===== src/hdl/assert_macros.svh =====
// assertion macros for the triangle height rasteriser
// no dependencies; empty bodies when SYNTHESIS is defined
`ifndef ASSERT_MACROS_SVH
`define ASSERT_MACROS_SVH
`ifndef SYNTHESIS
`define THR_ASSERT(label, clk, rstn, prop) \
  label: assert property (@(posedge clk) disable iff (!rstn) (prop)) \
    else $error("assertion failed");
`define THR_ASSERT_NEXT(label, clk, rstn, ante, cons) \
  label: assert property (@(posedge clk) disable iff (!rstn) (ante) |=> (cons)) \
    else $error("assertion failed");
`else
`define THR_ASSERT(label, clk, rstn, prop)
`define THR_ASSERT_NEXT(label, clk, rstn, ante, cons)
`endif
`endif


===== src/hdl/thr_pkg.sv =====
// shared types and constants for the triangle height rasteriser
// no dependencies
package thr_pkg;
  localparam int BUF_SIDE    = 1024;
  localparam int PIX_W       = $clog2(BUF_SIDE);
  localparam int CRD_W       = 11;
  localparam int HGT_W       = 16;
  localparam int MAX_SPAN    = 8;
  localparam int QUO_W       = 16;
  localparam int Q_W         = 24;
  localparam int REM_W       = 40;

  typedef struct packed {
    logic [CRD_W-1:0] a_x;
    logic [CRD_W-1:0] a_z;
    logic [HGT_W-1:0] a_height;
    logic [CRD_W-1:0] b_x;
    logic [CRD_W-1:0] b_z;
    logic [HGT_W-1:0] b_height;
    logic [CRD_W-1:0] c_x;
    logic [CRD_W-1:0] c_z;
    logic [HGT_W-1:0] c_height;
  } tri_t;

  typedef struct packed {
    logic [PIX_W-1:0] pixel_x;
    logic [PIX_W-1:0] pixel_z;
    logic [15:0]      depth_value;
    logic             write_enable;
    logic             last_pixel;
    logic             span_clipped;
  } pix_t;

  typedef struct packed {
    logic [PIX_W-1:0] px;
    logic [PIX_W-1:0] pz;
    logic             we;
    logic             last;
    logic             clip;
  } tag_t;
endpackage


===== src/hdl/thr_div.sv =====
// pipelined restoring divider, one quotient bit per stage, with a tag alongside
// depends on thr_pkg
module thr_div (
  input  logic                  clk_i,
  input  logic                  rst_ni,
  input  logic                  valid_i,
  input  thr_pkg::tag_t         tag_i,
  input  logic [thr_pkg::REM_W-1:0] rem_i,
  input  logic [thr_pkg::Q_W-1:0]   den_i,
  output logic                  valid_o,
  output thr_pkg::tag_t         tag_o,
  output logic [thr_pkg::QUO_W-1:0] quo_o
);
  import thr_pkg::*;

  logic             v_q   [QUO_W];
  tag_t             tag_q [QUO_W];
  logic [REM_W-1:0] rem_q [QUO_W];
  logic [QUO_W-1:0] quo_q [QUO_W];

  for (genvar g = 0; g < QUO_W; g++) begin : g_stage
    localparam int K = QUO_W - 1 - g;
    logic             v_in;
    tag_t             tag_in;
    logic [REM_W-1:0] r_in;
    logic [QUO_W-1:0] q_in;
    logic [REM_W-1:0] sh;
    logic             ge;
    if (g == 0) begin : g_first
      assign v_in   = valid_i;
      assign tag_in = tag_i;
      assign r_in   = rem_i;
      assign q_in   = '0;
    end else begin : g_next
      assign v_in   = v_q[g-1];
      assign tag_in = tag_q[g-1];
      assign r_in   = rem_q[g-1];
      assign q_in   = quo_q[g-1];
    end
    assign sh = REM_W'(den_i) << K;
    assign ge = (r_in >= sh);

    always_ff @(posedge clk_i or negedge rst_ni) begin
      if (!rst_ni) begin
        v_q[g] <= 1'b0;
      end else begin
        v_q[g] <= v_in;
      end
    end

    always_ff @(posedge clk_i) begin
      tag_q[g] <= tag_in;
      rem_q[g] <= ge ? (r_in - sh) : r_in;
      quo_q[g] <= {q_in[QUO_W-2:0], ge};
    end
  end

  assign valid_o = v_q[QUO_W-1];
  assign tag_o   = tag_q[QUO_W-1];
  assign quo_o   = quo_q[QUO_W-1];
endmodule


===== config.mk =====
export PLATFORM = sky130hd
export DESIGN_NAME = thr_div
export DESIGN_NICKNAME = d
export VERILOG_FILES = /design/src/hdl/assert_macros.svh /design/src/hdl/thr_pkg.sv /design/src/hdl/thr_div.sv
export SDC_FILE = /design/constraint.sdc
export NUM_CORES = 2
export LEC_CHECK = 0
export ABC_AREA = 1
export BUFFER_PORTS_ARGS = -buffer_cell sky130_fd_sc_hd__buf_4
export CAP_MARGIN = 20
export CELL_PAD_IN_SITES_DETAIL_PLACEMENT = 1
export CELL_PAD_IN_SITES_GLOBAL_PLACEMENT = 1
export CORE_UTILIZATION = 25
export DETAILED_ROUTE_END_ITERATION = 6
export PLACE_DENSITY_LB_ADDON = 0.1
export SETUP_SLACK_MARGIN = 0.5
export SLEW_MARGIN = 5
export SYNTH_ARGS = -nofsm -noshare
export SYNTH_HDL_FRONTEND = slang
export SYNTH_SLANG_ARGS = --single-unit

===== constraint.sdc =====
create_clock -name clk_i -period 5.4 [get_ports clk_i]
set_input_delay 0.81 -clock clk_i [delete_from_list [all_inputs] [get_ports clk_i]]
set_output_delay 0.81 -clock clk_i [all_outputs]
set_load 0.1 [all_outputs]

==> flow_metrics.py <==
metrics = {
    "run_status": {
        "status": "completed",
    },
    "logic_synthesis": {
        "yosys.area_share.simple_pct": 33.1,
        "synth_edf_count": 0,
        "ys_seq_area_share_pct": 38.2,
        "synthTopCellsByCount": "nand2_1 (2,997), inv_1 (1,142), dfxtp_1 (1,104), nor2_1 (729), nand3_1 (501)",
        "synthCells": 8575,
        "yosysUniqueCellTypes": 51,
        "syn_area_um2": 58900,
        "synth_top_family_by_area": "simple AND/OR/NAND/NOR gates",
        "syn_nets": 9064,
        "synth-xor-area-share_pct": 3.38,
        "synthAdderAreaFrac_pct": 8.67,
        "ys_async_sr_fraction_pct": 1.43,
        "synth-compound-area-share_pct": 8.08,
        "synth_mux_area_share_pct": 0,
        "syn-mean-instance-area_um2": 6.87,
        "synth_flop_cell": "dfxtp_1",
        "ys_seq_elements": 1120,
        "yosysMostFrequentCell": "nand2_1",
        "netlist.area_leader.share_pct": 37.5,
        "synthTopCellsByArea": "dfxtp_1 (38%), nand2_1 (19%), ha_1 (8.2%)",
        "synth_area_leader_cell": "dfxtp_1",
        "yosysWarnings": 0,
    },
    "timing": {
        "setup_viol": 0,
        "worst_pin_slew_ns": 0.916,
        "holdWs_ns": 0.0734,
        "period_needed_ns": 3.62,
        "setup-tns-final_ns": 0,
        "finClkSkew_ns": 0.0720,
        "final_hold_viol_count": 0,
        "drv_slew": 0,
        "fmax_ghz": 0.276,
        "relSlewSlack_pct": 39.0,
        "rsz0062_at_grt": "false",
        "finalCritPeriodShare_pct": 67.0,
    },
    "clocking": {
        "root_buffer": "clkbuf_16",
        "cts_buffer_depth": 3,
        "cts_resized": 0,
        "clkTransAtPathRegs_ns": 0.06,
        "insertion_delay_ns": 0.85,
        "cts_tree": "built",
        "numCtsBuffers": 139,
        "cts_sinks": 1120,
        "h-tree-depth": 4,
    },
    "critical_path": {
        "path_cells": "buf_4, clkinv_1, buf_4, ha_1, nand2_1, nor2_2, nand2_1, nor2_1, nand4_1, nand2_1, nor2_1, nand2_2, inv_4, nand2_1, o21ai_1",
        "critical_path_class": "in2reg",
        "required_ns": 6.07,
        "path_common_cell": "nand2_1",
        "max_stage_delay_ns": 0.53,
        "crit_fanout": 43,
        "cp-end-kind": "register",
        "start_kind": "input port",
        "cp.arrival_ns": 4.29,
        "critPathSlowestCell": "clkinv_1",
    },
    "finish": {
        "area_delta_synth_final_pct": 16.8,
        "nets": 9326,
        "layout-drive-gt1-share_pct": 6.74,
    },
    "global_route": {
        "grt_pass1_vias": 57000,
        "grt_use_met3_pct": 2.37,
        "gr-usage-met2_pct": 36.1,
        "grt_pass1_wl_um": 370000,
        "top_usage_layer": "met2",
        "grtUsageMet1_pct": 26.9,
        "gr-total-overflow": 0,
        "antenna_found_initial": 11,
        "grt_usage_pct": 20.9,
        "grt_max_degree": 48,
    },
    "die": {
        "rows": 177,
        "start_util_pct": 25.2,
        "core_area_um2": 233000,
        "die_w_um": 487,
        "die_h_um": 487,
        "die_area_um2": 237000,
        "io_pins": 130,
    },
    "job": {
        "cap_violations": 0,
    },
    "drt": {
        "routed_wl_um": 251000,
        "first_pass_iters": 5,
        "first_iter_violations": 2654,
        "vias": 55200,
        "route.detailed.drc": 0,
        "antenna_left": 0,
        "viasPerCell": 4.57,
        "wl_per_cell_um": 20.8,
    },
    "pwr": {
        "ir_worst_vdd_mv": 0.290,
        "power_density_nw_per_um2": 633,
        "p_leak_uw": 0.0334,
    },
    "placed_design": {
        "dp_hpwl_um": 205000,
        "place.gp.congestion": 0.890,
        "port_buffers": 129,
    },
    "worst_hold_path": {
        "holdCritPathClass": "in2reg",
    },
}
-- cell families after synthesis --
kind of cell,count (synthesis)
AOI/OAI and AO/OA,881
xor gates and xnor gates,227
adders and majority gates,399
buffers and inverters,1243
DFF,1120
and+or+nand+nor,4705
-- stage by stage --
step	util, %	std cells	setup slack [ns]	power (uW)	area [um2]
detailed placement	27.3	11800	0.795	33900	63700
global route	29.5	12100	1.54	47300	68800
CTS	29.5	12100	1.67	44200	68800
finish	29.5	12100	1.78	43600	68800
global placement	27.3	11800	0.884	33900	63700
floorplan	-	8575	2.54	26400	58900
-- power by group --
group	internal (uW)	switching (uW)	leakage [uW]
registers	10600	2180	0.00947
clock network	5790	4110	0.00239
logic	6740	14100	0.0216
total	23200	20400	0.0334
-- path summary, 6_finish.rpt --
path,from,end,slack [ns],cells after the start
setup / recovery,den_i[9],rem_q[0][288],1.78,15
hold / removal,tag_i[1],tag_q[0][1],0.07,1
setup reg to reg,rem_q[1][162],rem_q[1][208],2.03,15
hold reg to reg,quo_q[4][3],quo_q[5][4],0.30,0
max in group asynchronous,rst_ni,valid_o,4.87,2
min in group asynchronous,rst_ni,g_stage[5].v_in,0.35,2
-- placed cells by master (no fill, tap or decap), types with 9 or more instances in the layout --
cell type	n
nand3_2	11
nor2_2	16
clkinv_16	12
clkbuf_16	140
buf_4	181
nand3b_1	37
fa_1	15
clkbuf_8	21
dfxtp_1	1104
nor3_1	117
clkinvlp_4	11
clkbuf_1	14
nor4_1	33
ha_1	384
xnor2_1	92
o21ai_0	280
o21bai_1	23
or2_2	14
xor2_1	135
nand4_1	190
and2_1	10
nand2_1	2997
inv_2	32
o21ai_1	66
clkinv_2	24
inv_1	1123
a21oi_2	42
dfrtp_1	16
buf_12	11
dlygate4sd3_1	9
bufinv_16	13
o21ai_2	20
nand3_1	501
a21oi_1	426
nand2_2	25
nor2_1	728
-- layer usage --
layer / vias up / part of all wire (%)
met5: - / 0
met4: 0 / 3.2
met3: 313 / 3.0
met2: 783 / 48
met1: 26300 / 46
li1: 27800 / -
-- critical path, delay by kind of cell --
kind / cells / cell delay [ns]
adder cells (fa/ha/maj): 1 / 0.41
buffers and inverters: 4 / 1.38
AO/OA/AOI/OAI: 1 / 0.07
AND/OR/NAND/NOR: 9 / 1.50
-- timing repair --
action,CTS,global route
setup buffers,0,0
hold buffers,9,0
endpoints found under the setup margin,0,0
hold endpoints to repair,24,0
-- final cells by class --
cell class	instances	area, um2
Fill cell	29000	165000
Multi-Input combinational cell	6212	31400
Sequential cell	1120	22500
Inverter	1163	4370
Tap cell	3132	3920
Clock buffer	175	3840
Timing Repair Buffer	201	1670
Clock inverter	75	1110
Antenna cell	3	7.51
-- registers in the layout, summed over array words and instances, names as in the netlist --
name	flops
rem_q	600
tag_q	368
quo_q	136
g_stage.v_in	15
valid_o	1
(Power assumes the default switching activity.)
